### config.mk
export PLATFORM = sky130hd
export DESIGN_NAME = smau_ram
export DESIGN_NICKNAME = d
export VERILOG_FILES = /design/src/rtl/smau_ram.sv
export SDC_FILE = /design/constraint.sdc
export NUM_CORES = 2
export LEC_CHECK = 0
export BUFFER_PORTS_ARGS = -buffer_cell sky130_fd_sc_hd__buf_2
export CAP_MARGIN = 20
export CORE_MARGIN = 2
export CORE_UTILIZATION = 57
export CTS_BUF_LIST = sky130_fd_sc_hd__clkbuf_16
export DETAILED_ROUTE_END_ITERATION = 16
export PLACE_DENSITY_LB_ADDON = 0.2
export SYNTH_ARGS = -nofsm -noshare
export SYNTH_HDL_FRONTEND = slang
export SYNTH_SLANG_ARGS = --single-unit
### constraint.sdc
create_clock -name clk -period 2.1 [get_ports clk]
set_input_delay 0.21 -clock clk [delete_from_list [all_inputs] [get_ports clk]]
set_output_delay 0.21 -clock clk [all_outputs]
set_load 0.03 [all_outputs]
### src/rtl/smau_ram.sv
// Generic single-write, single-read RAM with registered read data.
module smau_ram #(
    parameter int WIDTH = 8,
    parameter int DEPTH = 256
) (
    input  logic                     clk,
    input  logic                     we,
    input  logic [$clog2(DEPTH)-1:0] waddr,
    input  logic [WIDTH-1:0]         wdata,
    input  logic [$clog2(DEPTH)-1:0] raddr,
    output logic [WIDTH-1:0]         rdata
);

    logic [WIDTH-1:0] mem [DEPTH];

    always_ff @(posedge clk)
    begin
        if (we)
        begin
            mem[waddr] <= wdata;
        end
        rdata <= mem[raddr];
    end

endmodule

Word level (Yosys, flattened, before mapping)
Memories as Yosys holds them, arrays and structs flattened. A register that Yosys moved wholly into a read port is not among the register bits. Cells that the tools add are included.

Bits of input ports: 26. Output and inout port bits: 8. Bits in registers: 0. Memories kept: 1. RAM bits: 2048. Logic and storage cells: 3.

Memory list: mem (words 256, width 8, rd ports 1, clocked after memory_dff 1, wr ports 1, line 14) `logic [WIDTH-1:0] mem [DEPTH];`.

Multiplexer cells: 2.

Operators by type and width (count): 2-to-1 mux 1 bit (2).

Depth between registers and ports, before layout
Depth in word-level cells: 2. Mapped depth: 11. Depth with buffers taken out: 6.

Worst setup path after synthesis
Ideal clock, no wire load.

Kind: in2reg. Start point: input raddr[0]. End point: register rdata[2] (read register of mem). Path slack: -0.048 ns. Path buffers: 4. Setup time: 0.131 ns. Arrival: 2.017 ns. Data required time: 1.969 ns. Stages: 9. Cells stage by stage: buf_6 -> buf_12 -> buf_8 -> buf_2 -> mux4_2 -> a22oi_1 -> a21oi_1 -> nor4_1 -> nor4_2.

RTL lines: start: declaration (line 10) `input logic [$clog2(DEPTH)-1:0] raddr,`; end: declaration (line 11) `output logic [WIDTH-1:0] rdata`.

==> impl_metrics.json <==
{
  "synth_compound_area_share_pct": 3.419,
  "synthXorXnorAreaFrac_pct": 0,
  "yosys_warnings": 0,
  "clockBufferDepth": 3,
  "hold_violations": 0,
  "dp_hpwl_um": 128900,
  "setup_viol": 7,
  "synth-edff-count": 2048,
  "final_cells": 6493,
  "vias_per_cell": 6.380,
  "fin_area_um2": 93760,
  "root_buffer": "clkbuf_16",
  "gr-total-overflow": 0,
  "cp_slowest_cell": "mux4_2",
  "grt_pass1_vias": 41120,
  "drv_slew": 0,
  "cp.required_ns": 2.82,
  "rows": 137,
  "cts_setup_buffers": 0,
  "critPathTopFamily": "multiplexers",
  "crit_fanout": 1,
  "yosys-top-cells-count": "2048 x edfxtp_1, 454 x mux4_2, 282 x nor2_1, 134 x mux2i_1, 133 x a22oi_1",
  "final_nets": 4487,
  "drtPass1Iterations": 6,
  "start_util_pct": 57.23,
  "antenna_left": 0,
  "startpoint_type": "register",
  "irDropWorstVdd_uv": 770.4,
  "vias": 41420,
  "grt_max_degree": 84,
  "syn_inst": 3733,
  "gp_congestion": 0.9225,
  "wirelength_um": 197200,
  "clock_latency_ns": 0.83,
  "yosysTopAreaCellShare_pct": 77.30,
  "die_h_um": 377.6,
  "grt_pass1_wl_um": 286100,
  "synthSimpleGateAreaFrac_pct": 2.628,
  "critPathArrivalTime_ns": 3.07,
  "slowest_delay_ns": 0.53,
  "yosysSeqAreaShare_pct": 77.50,
  "place_inst": 6133,
  "period_needed_ns": 2.355,
  "fin_worst_skew_ns": 0.02403,
  "synth_top_family_by_area": "multiplexers",
  "cts_buffers": 195,
  "p_per_area_nw_per_um2": 893.8,
  "path_buf_inv": 1,
  "holdCritPathClass": "primary input to register",
  "drive_gt1_share_pct": 33.13,
  "cts.clk_slew.worst_paths_ns": 0.06,
  "drc": 0,
  "cap_violations": 0,
  "max_slew_margin_pct": 47.82,
  "tightestPinTransition_ns": 0.7827,
  "synth-seq-cells": 2056,
  "ys_types": 55,
  "io_pins": 34,
  "area_growth_pct": 17.85,
  "drtIter0Drc": 5622,
  "hp-start": "waddr[6]",
  "setup_tns_ns": -0.9341,
  "fin_crit_sh_pct": 112.1,
  "die-area_um2": 142600,
  "core_um2": 139000,
  "synth_ff_type": "edfxtp_1",
  "cp_cell_sequence": "mux4_2 -> mux4_2 -> nor2_1 -> a2111oi_1 -> nor3_2 -> buf_4 -> nor4_2",
  "cts_sinks": 2056,
  "setup_ws_ns": -0.2549,
  "die_w_um": 377.6,
  "dpl_cell_area_um2": 87280,
  "status": "finished with violations",
  "synth_fa_ha_area_share_pct": 0,
  "synth_mux_area_share_pct": 14.62,
  "grt_setup_unrepaired": "true",
  "synth.cell_area_um2": 79560,
  "startpoint": "mem[143][0]",
  "synth_nets": 3759,
  "cp-end-kind": "register",
  "yosysMostFrequentCell": "edfxtp_1",
  "io_buffers": 33,
  "violations": "setup timing",
  "yosysTopAreaCell": "edfxtp_1",
  "whs_ns": 0.1305,
  "wl_per_cell_um": 30.37,
  "netlist_top_cells_area": "edfxtp_1 77%, mux4_2 13%, mux2i_1 1.7%, nor2_1 1.3%, a22oi_1 1.3%",
  "h-tree-depth": 4,
  "fmax_ghz": 0.4246,
  "worstSetupPathType": "register to register",
  "r2r_start": "mem[143][0]",
  "cts_tree": "yes",
  "grt_usage_pct": 28.17,
  "antenna_found_initial": 15,
  "p_leak_nw": 30.71,
  "cpMostUsedCell": "mux4_2",
  "place_ws_ns": -1.153,
  "synth.avg_cell_area_um2": 21.31,
  "async_reset_ff_share_pct": 0
}
[logic make-up (layout without fill, tap and decap cells)]
group                  Yosys count  count (layout)
other                            0               2
AND/OR/NAND/NOR                466             466
AO/OA/AOI/OAI                  385             385
multiplexers                   591             591
flip-flops                    2056            2056
buffers and inverters          235            1117
[cells in the final DEF, fill, tap and decap left out, types with 5 or more instances in the layout]
cell           Yosys  layout
mux2i_1          134     134
inv_1              1      41
nor4_4             0       5
clkinvlp_4         0       7
o22a_1             5       5
dlygate4sd3_1      0       8
a211oi_1          16      12
nor4_2             3       8
dfxtp_1            8       8
bufinv_16          0      14
buf_2             31      22
nor4_1            24      14
mux4_2           454     454
clkinv_1           1      52
o22ai_1           28      28
a221oi_2           1       6
nand4_1           10      10
o211ai_1          10      10
nand2_1           33      33
buf_4             27     638
a221oi_1          13       8
a22o_1             8       8
a22oi_1          133     132
nand3_1           34      31
o21ai_0           10      10
and2_1             6       6
nor2_1           282     278
buf_12             8      85
nor3_1            22      15
nor2b_1           31      27
a21oi_1           96      93
o221ai_1          46      46
clkbuf_16          0     198
edfxtp_1        2048    2048
clkinv_2           0      31
nand2b_1           8       8
buf_8             13       6
[worst paths after layout]
kind,slack [ns],cells past startpoint,to
min reg2reg,1.19,6,rdata[2]
max reg2reg,-0.25,7,rdata[0]
min,0.13,4,mem[226][6]
max,-0.25,7,rdata[0]
[repair_timing]
item                                    in CTS  in global routing
cloned                                       0                  0
hold endpoints to repair                   366                  0
pin swaps                                   16                 10
hold buffers                                 8                  0
gates resized for setup                     38                 16
endpoints found under the setup margin       8                  8
[report_power, final]
part	total (mW)	switching, mW	internal, mW
sequential	45.3	0.0876	45.2
clock	33.6	14.8	18.8
combinational	4.88	2.90	1.98
[flip-flops by register name, summed over array words and instances (netlist names)]
name,cells
mem,2048
rdata,8
[area by class of cell]
cell class	count	area [um2]
antenna	2	5.005
clock buffer	198	4955
clock inverter	153	1127
fill	8679	45260
inverter	2	7.507
multi-input combinational	1442	16820
sequential	2056	61660
tap	1876	2347
timing repair buffer	764	6838
[per-layer routing]
layer,wire length [um],track usage [%]
met1,77570,41.74
met3,20930,6.082
met4,5657,8.611
met5,104,0
met2,92910,42.67
[worst min-delay path, stage by stage]
cell and delay (ns):
buf_2 0.14, nand3_1 0.07, buf_4 0.25, nor2_1 0.10
[through the flow]
step / total power [mW] / util, %
finish: 83.80 / 67.44
global route: 85.93 / 67.44
CTS: 84.17 / 67.38
detailed placement: 50.92 / 62.78
global placement: 50.87 / 62.78
floorplan: 48.40 / -
(Power assumes the default switching activity.)
