## config.mk

```make
export PLATFORM = sky130hd
export DESIGN_NAME = smau_xlate
export DESIGN_NICKNAME = d
export VERILOG_FILES = /design/src/rtl/smau_pkg.sv /design/src/rtl/smau_xlate.sv
export SDC_FILE = /design/constraint.sdc
export NUM_CORES = 1
export LEC_CHECK = 0
export ABC_AREA = 1
export BUFFER_PORTS_ARGS = -buffer_cell sky130_fd_sc_hd__buf_2
export CAP_MARGIN = 20
export CELL_PAD_IN_SITES_DETAIL_PLACEMENT = 1
export CELL_PAD_IN_SITES_GLOBAL_PLACEMENT = 1
export CORE_ASPECT_RATIO = 0.7
export CORE_MARGIN = 4
export CORE_UTILIZATION = 41
export CTS_CLUSTER_SIZE = 12
export DETAILED_ROUTE_END_ITERATION = 8
export HOLD_SLACK_MARGIN = 0.02
export MAX_ROUTING_LAYER = met4
export PLACE_DENSITY = 0.81
export SLEW_MARGIN = 30
export SYNTH_ARGS = -nofsm -noshare
export SYNTH_HDL_FRONTEND = slang
export SYNTH_SLANG_ARGS = --single-unit
```

## constraint.sdc

```tcl
create_clock -name clk -period 3.4 [get_ports clk]
set_clock_uncertainty 0.1 [all_clocks]
set_input_delay 0.68 -clock clk [delete_from_list [all_inputs] [get_ports clk]]
set_output_delay 0.68 -clock clk [all_outputs]
set_load 0.05 [all_outputs]
```

## src/rtl/smau_pkg.sv

```systemverilog
// Shared types and constants of the segmented memory access unit.
package smau_pkg;

    localparam int DATA_W    = 32;
    localparam int PADDR_W   = 17;
    localparam int BADDR_W   = 17;
    localparam int SIZE_W    = 3;
    localparam int FUNC_W    = 2;
    localparam int BYTE_W    = 8;
    localparam int CFG_WORDS = 8;
    localparam int CFG_IDX_W = 3;

    localparam logic [FUNC_W-1:0] FUNC_RD   = 2'd0;
    localparam logic [FUNC_W-1:0] FUNC_WR   = 2'd1;
    localparam logic [FUNC_W-1:0] FUNC_BYTE = 2'd2;
    localparam logic [FUNC_W-1:0] FUNC_NONE = 2'd3;

    localparam logic [DATA_W-1:0] SEG_RESTRICTED = 32'hFFFF_FFFF;

    typedef struct packed {
        logic [FUNC_W-1:0]  func;
        logic [DATA_W-1:0]  logical_address;
        logic [SIZE_W-1:0]  access_size;
        logic [DATA_W-1:0]  write_data;
        logic [BADDR_W-1:0] byte_address;
    } req_t;

    typedef struct packed {
        logic [DATA_W-1:0]  read_data;
        logic               fault;
        logic [DATA_W-1:0]  logical_address_reg;
        logic [PADDR_W-1:0] physical_address_reg;
        logic [DATA_W-1:0]  buffer_reg;
    } rsp_t;

    // Outcome of the segment lookup and bound checks
    typedef struct packed {
        logic               ok;
        logic [PADDR_W-1:0] phys;
    } xlate_t;

endpackage

```

## src/rtl/smau_xlate.sv

```systemverilog
// Segment table and registered logical-to-physical translation with checks.
module smau_xlate #(
    parameter int MEM_BYTES     = 16384,
    parameter int SEGMENT_COUNT = 8
) (
    input  logic                            clk,
    input  logic                            rst_n,
    input  logic                            cfg_we,
    input  logic [smau_pkg::CFG_IDX_W-1:0]  cfg_index,
    input  logic [smau_pkg::DATA_W-1:0]     cfg_data,
    input  logic                            start,
    input  logic [smau_pkg::DATA_W-1:0]     laddr,
    input  logic [smau_pkg::SIZE_W-1:0]     size,
    output smau_pkg::xlate_t                res
);
    import smau_pkg::*;

    localparam logic [PADDR_W:0] MEM_LIM = (PADDR_W+1)'(MEM_BYTES);
    localparam logic [15:0]      SEG_LIM = 16'(SEGMENT_COUNT);

    logic [DATA_W-1:0] seg_reg [CFG_WORDS];
    xlate_t            res_reg;
    xlate_t            res_next;

    logic [15:0]        segno;
    logic [15:0]        offset;
    logic [DATA_W-1:0]  word;
    logic [PADDR_W-1:0] end_off;
    logic [PADDR_W-1:0] addr;
    logic [PADDR_W:0]   end_addr;
    logic               size_ok;
    logic               seg_ok;
    logic               lim_ok;
    logic               mem_ok;

    always_comb
    begin
        segno    = laddr[31:16];
        offset   = laddr[15:0];
        word     = seg_reg[segno[CFG_IDX_W-1:0]];
        size_ok  = (size >= SIZE_W'(1)) && (size <= SIZE_W'(4));
        seg_ok   = (segno < SEG_LIM) && (word != SEG_RESTRICTED);
        end_off  = {1'b0, offset} + PADDR_W'(size);
        lim_ok   = end_off <= {1'b0, word[15:0]};
        addr     = {1'b0, word[31:16]} + {1'b0, offset};
        end_addr = {1'b0, addr} + (PADDR_W+1)'(size);
        mem_ok   = end_addr <= MEM_LIM;
        res_next.ok   = size_ok && seg_ok && lim_ok && mem_ok;
        res_next.phys = addr;
    end

    always_ff @(posedge clk or negedge rst_n)
    begin
        if (!rst_n)
        begin
            for (int i = 0; i < CFG_WORDS; i++)
            begin
                seg_reg[i] <= SEG_RESTRICTED;
            end
        end
        else if (cfg_we)
        begin
            seg_reg[cfg_index] <= cfg_data;
        end
    end

    always_ff @(posedge clk)
    begin
        if (start)
        begin
            res_reg <= res_next;
        end
    end

    assign res = res_reg;

endmodule

```

After elaboration in Yosys (flattened, before gate mapping)
Cells that the tools add are included.
Storage, ports and cells
  output and inout bits: 18
  logic and storage cells: 36
  input port bits: 74
  register bits: 274
Operators by class
  equality and inequality tests: 1
  multiplexer cells: 6
  reduce and logical (&&, ||, !) cells: 6
  bitwise logic cells: 2
  order comparisons: 8
  add/subtract/negate cells: 3
Operators by type and width (count)
  $bwmux W256: 1
  $bmux W32 S3: 1
  $demux W32 S3: 1
  $mux W32: 3
  $ne A32 B32 Y1 const B: 1
  $add A17 B3 Y18: 1
  $le A18 B15 Y1 const B: 1
  $add A16 B16 Y17: 1
  $add A16 B3 Y17: 1
  $le A17 B16 Y1: 1
  $lt A16 B4 Y1 const B: 1
  $ge A4 B4 Y1 const B: 2
  $not A3 Y4: 2
  $logic_and A1 B1 Y1: 6
  $lt A4 B1 Y1 const B: 1
  $ge A3 B1 Y1 const B: 1
  $le A3 B3 Y1 const B: 1

Depth between registers and ports, before layout
Gate-level depths: netlist (run 1).
  word-level depth: 9
  gate-level depth with buffers: 29

Worst setup path after synthesis (run 1)
No wires, ideal clock.
  path kind: input -> register
  start: input port laddr[17] in the netlist's numbering
  end: register res_reg, in the netlist res[17] (data pin)
  data arrival time: 3623 ps
  stages on the path: 21
  slack: -579 ps
  cells stage by stage: buf_2 > inv_2 > clkbuf_1 > nand2_1 > nand2_1 > nand2_1 > nand2_1 > ha_1 > inv_1 > fa_1 > fa_1 > o21ai_0 > nand3_1 > nor2_2 > nand3_2 > nor2_4 > nand3_2 > nor2_1 > nor2_1 > nor2_1 > a21oi_2
RTL lines
  start, declared: RTL line smau_xlate.sv:12  | input logic [smau_pkg::DATA_W-1:0] laddr,
  end signal, assigned: RTL line smau_xlate.sv:71  | res_reg <= res_next;
  end, declared: RTL line smau_xlate.sv:22  | xlate_t res_reg;

==> out/results.tsv, run 1 <==
metric	value	unit
rows	59	
clock_sinks	274	
period_needed	3.47	ns
yosysTopAreaCellShare	43.4	%
power.internal	7.19	mW
insertedDiodeCount	0	
synth_fp_nets	2218	
place_hpwl	34.2	mm
power_frac_seq	43.4	%
cp_max_fo	4	
synth.area.top_cells	dfstp_2 43%, nand2_1 21%, o21ai_0 9.4%	
die-height	171	um
worstPathRequired	3.62	ns
start_util	41.6	%
status	finished with violations	
cts.hold.buffers_added	0	
place_ws	-0.756	ns
instances_no_fill	2777	
hold_violations	0	
critPathLaunchType	flop	
cts_root_buf	clkbuf_16	
p_leak	9.03	nW
max_clock_freq	0.289	GHz
drive_above_1_share	27.3	%
io_buffers	91	
cp.arrival	3.69	ns
drv_cap	0	
async_reset_ff_share	93.4	%
clockPowerShare	28.1	%
grt_max_degree	84	
die_x	240	um
drt-total-wl	50.3	mm
sw_frac_of_total	33.2	%
synth_common_cells	853 x nand2_1, 290 x o21ai_0, 256 x dfstp_2	
drtIter0Drc	903	
post-route-period-util	102	%
fin_nets	2388	
worst-setup-path-type	reg -> reg	
design_area	18500	um^2
maxSlewHeadroom	46.7	%
switchingPower	3.57	mW
final_util	49.6	%
grt_pass1_vias	15389	
hold_start	cfg_data[29]	
yosysSeqAreaShare	46.9	%
area_growth	19.2	%
pwr-share-comb	28.4	%
dr_total_vias	14353	
numCtsBuffers	29	
whs_path_depth	3	
ys_types	39	
routed_via_density	5.17	
r2r_slack	-0.07	ns
design.core.area	37200	um^2
clockBufferDepth	3	
r2r_start	seg_reg[80]	
io_pins	92	
yosysWarnings	0	
fin_ws	-0.0662	ns
grt_pass1_wl	81.2	mm
setup_violations	1	
tightest_slew	0.799	ns
dr.pass1.iters	5	
largest_register_ffs	256	
synthCells	2103	
h-tree-depth	1	
syn_area	15500	um^2
power_per_cell_area	583	nW/um^2
violations	negative setup slack	
post_drt_wl_per_cell	18.1	um
avgSynthCellArea	7.37	um^2
antenna_found_initial	0	
clkTransAtPathRegs	0.07	ns
gp_congestion	0.904	
vdd_ir_drop_max	0.397	mV
holdPathEnd	seg_reg[29]	
drc	0	
synth_most_common_cell	nand2_1	
rsz0062_at_grt	true	
placed_area	17500	um^2
rr_worst_depth	22	
clk_latency	0.56	ns
yosys.area.top_type	dfstp_2	
dp_cells	2728	
hp-class	in -> reg	
slew_violations	0	
r2r_end	res[17]	
synth_seq_cells	274	
postRouteAntennaNets	0	
grt_remaining_overflow	0	
finalPower	10.8	mW
die_area	41000	um^2
synth_edf_count	18	
ys.flop_type	dfstp_2	
critPathCaptureType	flop	
cts_tree	yes	
grt_use_total	25.2	%
-- power groups by stage --
| stage | Sequential [mW] | Clock [mW] | Combinational [mW] |
|---|---|---|---|
| 4_1_cts | 4.67 | 3.10 | 3.05 |
| 6_report | 4.67 | 3.03 | 3.06 |
| 3_5_place_dp | 4.71 | 0 | 2.96 |
| 5_1_grt | 4.75 | 3.25 | 3.45 |
| 3_3_place_gp | 4.66 | 0 | 2.81 |
| 2_1_floorplan | 4.75 | 0 | 1.75 |
-- layout by cell type (no fill, tap or decap), types with 5 or more instances in the layout --
cell,n
inv_2,10
inv_1,214
nand4_1,9
nand2_1,846
buf_4,130
clkbuf_16,29
o21ai_0,289
buf_12,14
clkinv_2,5
edfxtp_1,18
clkbuf_8,6
buf_2,89
dfstp_2,256
xor2_1,13
nand2_2,27
a21oi_2,5
o21ai_1,8
ha_1,36
nor2_4,5
nand3_2,14
nor2_2,8
nand3_1,84
clkbuf_1,5
nor4_1,5
nor2_1,100
a21oi_1,19
nand2_4,7
-- area by class of cell --
cell class                 count  area [um^2]
multi-input combinational   1505         7110
sequential                   274         7270
clock inverter                 7         42.5
fill                        4705        18700
inverter                     226          863
timing repair buffer         237         1750
tap                          488          611
clock buffer                  40          827
-- per-stage QoR --
| step | hold slack [ns] | setup TNS, ns |
|---|---|---|
| final | 0.238 | -0.0662 |
| after global routing | 0.243 | -0.266 |
| after CTS | 0.213 | -0.0169 |
| after detailed placement | 0.382 | -2.64 |
| after global placement | 0.376 | -2.00 |
| after floorplan | 0.367 | -0.298 |
-- how the worst max path moves through the flow --
stage,to,start,slack (ns)
3_3_place_gp,res[17],laddr[16],-0.64
6_report,res[17],seg_reg[80],-0.07
5_1_grt,res[17],laddr[17],-0.27
3_5_place_dp,res[17],laddr[16],-0.76
4_1_cts,res[17],seg_reg[80],-0.02
2_1_floorplan,res[17],laddr[16],-0.30
-- critical path: stages (launching register included) --
cell and delay, ns:
dfstp_2 0.54, nand2_1 0.06, nand2_1 0.06, nand2_1 0.05, nand2_1 0.07, nand2_1 0.06, nand2_2 0.10, ha_4 0.14
inv_2 0.03, fa_2 0.38, xnor2_4 0.16, ha_4 0.30, inv_2 0.04, o21ai_4 0.14, nand3_2 0.12, nor2_4 0.12
nand3_2 0.10, nor2_4 0.18, nand3_2 0.12, nor2_1 0.10, nor2_1 0.05, nor2_1 0.11, a21oi_2 0.07
-- per-layer routing --
layer	routed length [um]	GRT usage, %	up-vias	part of all wire (%)
met3	1730	3.01	85	3.4
li1	-	-	6911	-
met5	0	-	-	0
met2	23600	41.7	236	47
met4	1320	6.22	0	2.6
met1	23600	33.4	7121	47
-- timing repair --
item | 4_1_cts | 5_1_grt
gates resized for setup | 17 | 7
hold endpoints to repair | 0 | 0
pin swaps | 28 | 0
endpoints found under the setup margin | 1 | 2
buffers inserted | 2 | 0
-- cell families after synthesis --
group / after synthesis / synth area share, %
xor gates and xnor gates: 18 / 1.02
DFF: 274 / 46.9
buffers and inverters: 324 / 8.23
and+or+nand+nor: 1114 / 29.4
adders and majority gates: 41 / 3.46
AOI/OAI and AO/OA: 332 / 11.0
(Power assumes the default switching activity.)
==> inputs of run 2 (changes only) <==
Settings changed: CORE_MARGIN 4 to 5.
==> run 2 against run 1 <==
  * The flow still finishes with violations (negative setup slack)
  * Final area is 0.57% higher
  * Critical endpoint unchanged
  * Largest power group unchanged
  * Sequential power barely moved
  * Non-clock buffer count increased by 1
  * Total power is 2.8% higher
  * Core utilization increased by 0.28 points
  * Critical path depth up 2
  * First-iteration DRC count decreased by 11%
  * Via count grew 0.49%
  * Clock-buffer cell count is 4 higher
==> out/results.tsv, run 2 (synthesized netlist as in run 1, its figures left out) <==
metric	value	unit
critPathLaunchType	flop	
cp_max_fo	4	
io_buffers	91	
clkTransAtPathRegs	0.06	ns
grt_max_degree	86	
dp_cells	2727	
fin_ws	-0.179	ns
worst-setup-path-type	reg -> reg	
place_hpwl	34.8	mm
period_needed	3.58	ns
multiInputGateArea	7130	um^2
cts.hold.buffers_added	0	
most-common-layout-cells	842 x nand2_1, 289 x o21ai_0, 256 x dfstp_2	
power_per_cell_area	595	nW/um^2
power.internal	7.41	mW
h-tree-depth	1	
hold_violations	0	
grt_pass1_wl	84.4	mm
drive_above_1_share	27.8	%
vdd_ir_drop_max	0.350	mV
clockBufferDepth	3	
post_drt_wl_per_cell	18.5	um
routed_via_density	5.18	
hp-class	in -> reg	
largest_register_ffs	256	
postRouteAntennaNets	0	
antenna_found_initial	1	
rsz0062_at_grt	true	
area_growth	19.9	%
num-fill-cells	4689	
drt-total-wl	51.5	mm
sw_frac_of_total	33.0	%
gp_congestion	0.902	
dr_total_vias	14424	
start_util	41.6	%
p_leak	9.07	nW
r2r_slack	-0.18	ns
cp.arrival	3.81	ns
power_frac_seq	42.3	%
cts_tree	yes	
design.core.area	37200	um^2
seqCellArea	7270	um^2
clockPowerShare	29.9	%
pwr-share-comb	27.8	%
setup_violations	1	
die_x	242	um
clock_sinks	274	
hold_slack	0.235	ns
final_common_cell	nand2_1	
drv_cap	0	
clk_latency	0.57	ns
dr.pass1.iters	5	
cts_root_buf	clkbuf_16	
post-route-period-util	105	%
io_pins	92	
drc	0	
die_area	41800	um^2
grt_pass1_vias	15656	
grt_use_total	25.2	%
instances_no_fill	2784	
rows	59	
slew_violations	0	
drtIter0Drc	804	
worstPathRequired	3.63	ns
tightest_slew	0.806	ns
fin_nets	2390	
maxSlewHeadroom	46.2	%
grt_remaining_overflow	0	
numCtsBuffers	30	
switchingPower	3.65	mW
violations	negative setup slack	
finalPower	11.1	mW
max_clock_freq	0.279	GHz
critPathCaptureType	flop	
status	finished with violations	
die-height	173	um
[run 2: cell types whose count changed in the layout (fill, tap and decap cells not counted), sizes merged]
cell | before | now
diode | 0 | 1
clkbuf | 40 | 44
buf | 237 | 238
bufinv | 0 | 1
[run 2: worst paths after layout]
check                          endpoint         start  depth (start not counted)
max                             res[17]   seg_reg[16]                         24
min                         seg_reg[30]  cfg_data[30]                          3
max reg2reg                     res[17]   seg_reg[16]                         24
min reg2reg                seg_reg[187]  seg_reg[187]                          2
max in group asynchronous   seg_reg[23]         rst_n                          2
min in group asynchronous   seg_reg[99]         rst_n                          1
[run 2: what timing repair did]
item                                    4_1_cts  5_1_grt
gates resized for setup                      14       13
buffers inserted                              4        0
endpoints found under the setup margin        2        5
pin swaps                                    22        5
[run 2: critical path, cell delays in order (launching register included)]
cell and delay [ns]:
dfstp_2 0.52, inv_1 0.05, nand2_1 0.07, nand3_1 0.08, nand2_1 0.10, nand2_2 0.08, nand2_2 0.11, ha_4 0.14
inv_2 0.05, fa_2 0.41, xnor2_4 0.16, ha_4 0.31, inv_2 0.05, o21ai_4 0.15, nand3_2 0.13, nor2_4 0.12
nand3_2 0.09, nor2_4 0.16, nand2_1 0.08, nand2_1 0.07, nand2_1 0.05, nand3_1 0.07, nor2_1 0.05, nand2_1 0.07
a21oi_2 0.05
[run 2: metrics by stage]
stage	setup TNS, ns	util, %	instance area (um^2)	setup WS, ns
after CTS	-0.0319	49.8	18500	-0.0319
after floorplan	-0.298	-	15600	-0.298
after detailed placement	-2.51	46.9	17400	-0.786
after global routing	-0.381	49.9	18600	-0.363
final	-0.179	49.9	18600	-0.179
after global placement	-1.89	46.9	17400	-0.716
[run 2: per-layer routing]
layer	vias up	track usage (%)	wire (um)
met5	-	-	0
met4	0	6.15	1410
met3	109	3.04	1630
met2	219	42.3	24800
met1	7175	32.9	23700
li1	6921	-	-
[run 2: power by group through the flow]
stage | sequential (mW) | clock, mW | combinational (mW)
CTS | 4.68 | 3.36 | 3.05
global route | 4.76 | 3.50 | 3.46
global placement | 4.66 | 0 | 2.80
finish | 4.68 | 3.30 | 3.08
floorplan | 4.75 | 0 | 1.75
detailed placement | 4.71 | 0 | 2.95
[run 2: final cells by class]
cell class | count | share of cell area (%)
Multi-Input combinational cell | 1505 | 38.4
Timing Repair Buffer | 238 | 9.27
Inverter | 226 | 4.65
Tap cell | 488 | 3.29
Clock buffer | 44 | 4.87
Antenna cell | 1 | 0.0135
Clock inverter | 8 | 0.377
Sequential cell | 274 | 39.1
==> inputs of run 3 (changes only) <==
Settings changed: ABC_AREA 1 to default, CORE_UTILIZATION 41 to 46, PLACE_DENSITY 0.81 to 0.8.
==> run 3 against run 2 <==
  * The flow still finishes with violations (negative setup slack)
  * Core utilization up 7.3 points
  * Critical path depth decreased by 9
  * Synthesized cell count fell by 53%
  * Global-route usage decreased by 1.8 points
  * Worst hold slack improved by 0.090 ns
  * Highest routed layer unchanged
==> out/results.tsv, run 3 <==
metric	value	unit
antenna_found_initial	3	
die_area	34800	um^2
violations	negative setup slack	
largest_register_ffs	256	
seqCellArea	7270	um^2
cts.hold.buffers_added	0	
dr.pass1.iters	4	
postRouteAntennaNets	0	
period_needed	3.78	ns
power_per_cell_area	662	nW/um^2
p_leak	7.18	nW
setup_violations	1	
cp_max_fo	6	
avgSynthCellArea	14.4	um^2
h-tree-depth	1	
tightest_slew	0.631	ns
most-common-layout-cells	260 x mux2_2, 256 x dfstp_2, 170 x buf_4	
drt-total-wl	40.6	mm
num-fill-cells	3033	
fin_ws	-0.378	ns
io_pins	92	
ys_types	66	
placed_area	16400	um^2
drc	0	
synth_edf_count	18	
hold_violations	0	
worst-setup-path-type	in -> reg	
routed_via_density	5.70	
yosysTopAreaCellShare	47.0	%
drv_cap	0	
post-route-period-util	111	%
fin_nets	1361	
rows	54	
cp.arrival	3.97	ns
ys.flop_type	dfstp_2	
cts_root_buf	clkbuf_16	
start_util	46.2	%
clock_sinks	274	
synthCells	992	
clk_latency	0.57	ns
final_common_cell	mux2_2	
critPathLaunchType	input pin	
rsz0062_at_grt	true	
synth_fp_nets	1107	
grt_pass1_wl	62.8	mm
dp_cells	1619	
design.core.area	30900	um^2
area_growth	23.8	%
dr_total_vias	9558	
io_buffers	91	
gp_congestion	0.831	
worstPathRequired	3.60	ns
design_area	17700	um^2
async_reset_ff_share	93.4	%
die-height	158	um
drive_above_1_share	75.9	%
syn_area	14300	um^2
grt_max_degree	75	
maxSlewHeadroom	58.0	%
clockBufferDepth	3	
grt_use_total	23.4	%
place_hpwl	27.4	mm
post_drt_wl_per_cell	24.2	um
grt_pass1_vias	10693	
grt_remaining_overflow	0	
die_x	221	um
vdd_ir_drop_max	0.459	mV
place_ws	-1.20	ns
multiInputGateArea	7060	um^2
synth_common_cells	262 x mux2_2, 256 x dfstp_2, 64 x mux4_2	
hp-class	in -> async	
clkTransAtPathRegs	0.06	ns
finalPower	11.7	mW
yosys.area.top_type	dfstp_2	
synth_most_common_cell	mux2_2	
finalSetupTns	-0.378	ns
drtIter0Drc	559	
status	finished with violations	
max_clock_freq	0.265	GHz
numCtsBuffers	28	
critPathCaptureType	flop	
yosysSeqAreaShare	50.8	%
instances_no_fill	1678	
slew_violations	0	
synth.area.top_cells	dfstp_2 47%, mux2_2 21%, mux4_2 10%	
synth_seq_cells	274	
cts_tree	yes	
yosysWarnings	0	
==> run 3: cell types whose count changed after synthesis, moves of 20 or more <==
cell,delta
clkbuf_1,-27
buf_2,-24
nand2_2,-20
inv_1,-197
mux4_2,+64
nor2_1,-78
mux2_2,+262
nand2_1,-801
o21ai_0,-279
nand3_1,-78
==> run 3: final cells by class <==
cell class | count | area share (%)
clock inverters | 4 | 0.275
repair buffers | 271 | 11.1
clock buffers | 35 | 4.34
well taps | 420 | 2.97
diodes | 3 | 0.0424
flip-flops and latches | 274 | 41.0
inverters | 22 | 0.480
multi-input cells | 649 | 39.8
==> run 3: report_power, final <==
| group | total (mW) | internal [mW] | switching, mW |
|---|---|---|---|
| logic | 3.93 | 2.03 | 1.89 |
| registers | 4.95 | 4.55 | 0.401 |
| clock network | 2.84 | 1.58 | 1.26 |
| total | 11.7 | 8.17 | 3.56 |
==> run 3: per-layer routing <==
layer	global-route usage, %	part of all wire, %
met5	-	0
met4	5.28	2.0
met3	3.67	4.3
met2	37.7	48
met1	31.9	46
==> run 3: logic make-up (layout without fill, tap and decap cells) <==
group / count (synthesis) / count (layout) / share of synthesized area, %
buf+inv: 69 / 332 / 2.14
other cells: 0 / 3 / 0
flops: 274 / 274 / 50.8
xor+xnor: 27 / 27 / 1.65
fa+ha+maj: 41 / 41 / 3.74
compound gates: 77 / 77 / 3.91
mux: 344 / 344 / 32.0
simple gates: 160 / 160 / 5.81
==> run 3: worst max-delay path, cell delays in order <==
cell	delay, ns
clkbuf_4	0.20
mux4_2	0.54
nand2_2	0.10
nand2_4	0.08
ha_4	0.17
inv_2	0.05
fa_2	0.47
fa_2	0.39
inv_1	0.06
a21oi_1	0.07
and3b_2	0.27
nand3_1	0.12
or4b_4	0.54
o211ai_2	0.16
a221oi_2	0.05
==> run 3: repair_timing <==
action	CTS	global route
gates cloned	0	2
endpoints found under the setup margin	4	2
gates resized for setup	33	33
buffers inserted	0	16
pin swaps	5	14
==> run 3: through the flow <==
step	utilization [%]	hold slack, ns
5_1_grt	57.3	0.341
3_5_place_dp	53.0	0.509
6_report	57.3	0.325
3_3_place_gp	53.0	0.504
2_1_floorplan	-	0.432
4_1_cts	56.1	0.322
==> run 3: path summary, 6_finish.rpt <==
kind | startpoint | to | slack (ns) | cells past startpoint
setup / recovery | laddr[18] | res[17] | -0.38 | 15
hold / removal | rst_n | seg_reg[199] | 0.32 | 1
setup reg to reg | seg_reg[144] | res[17] | -0.37 | 14
hold reg to reg | seg_reg[202] | seg_reg[202] | 0.52 | 1
max in group asynchronous | rst_n | seg_reg[125] | 2.37 | 2
min in group clk | cfg_data[28] | seg_reg[124] | 0.35 | 2
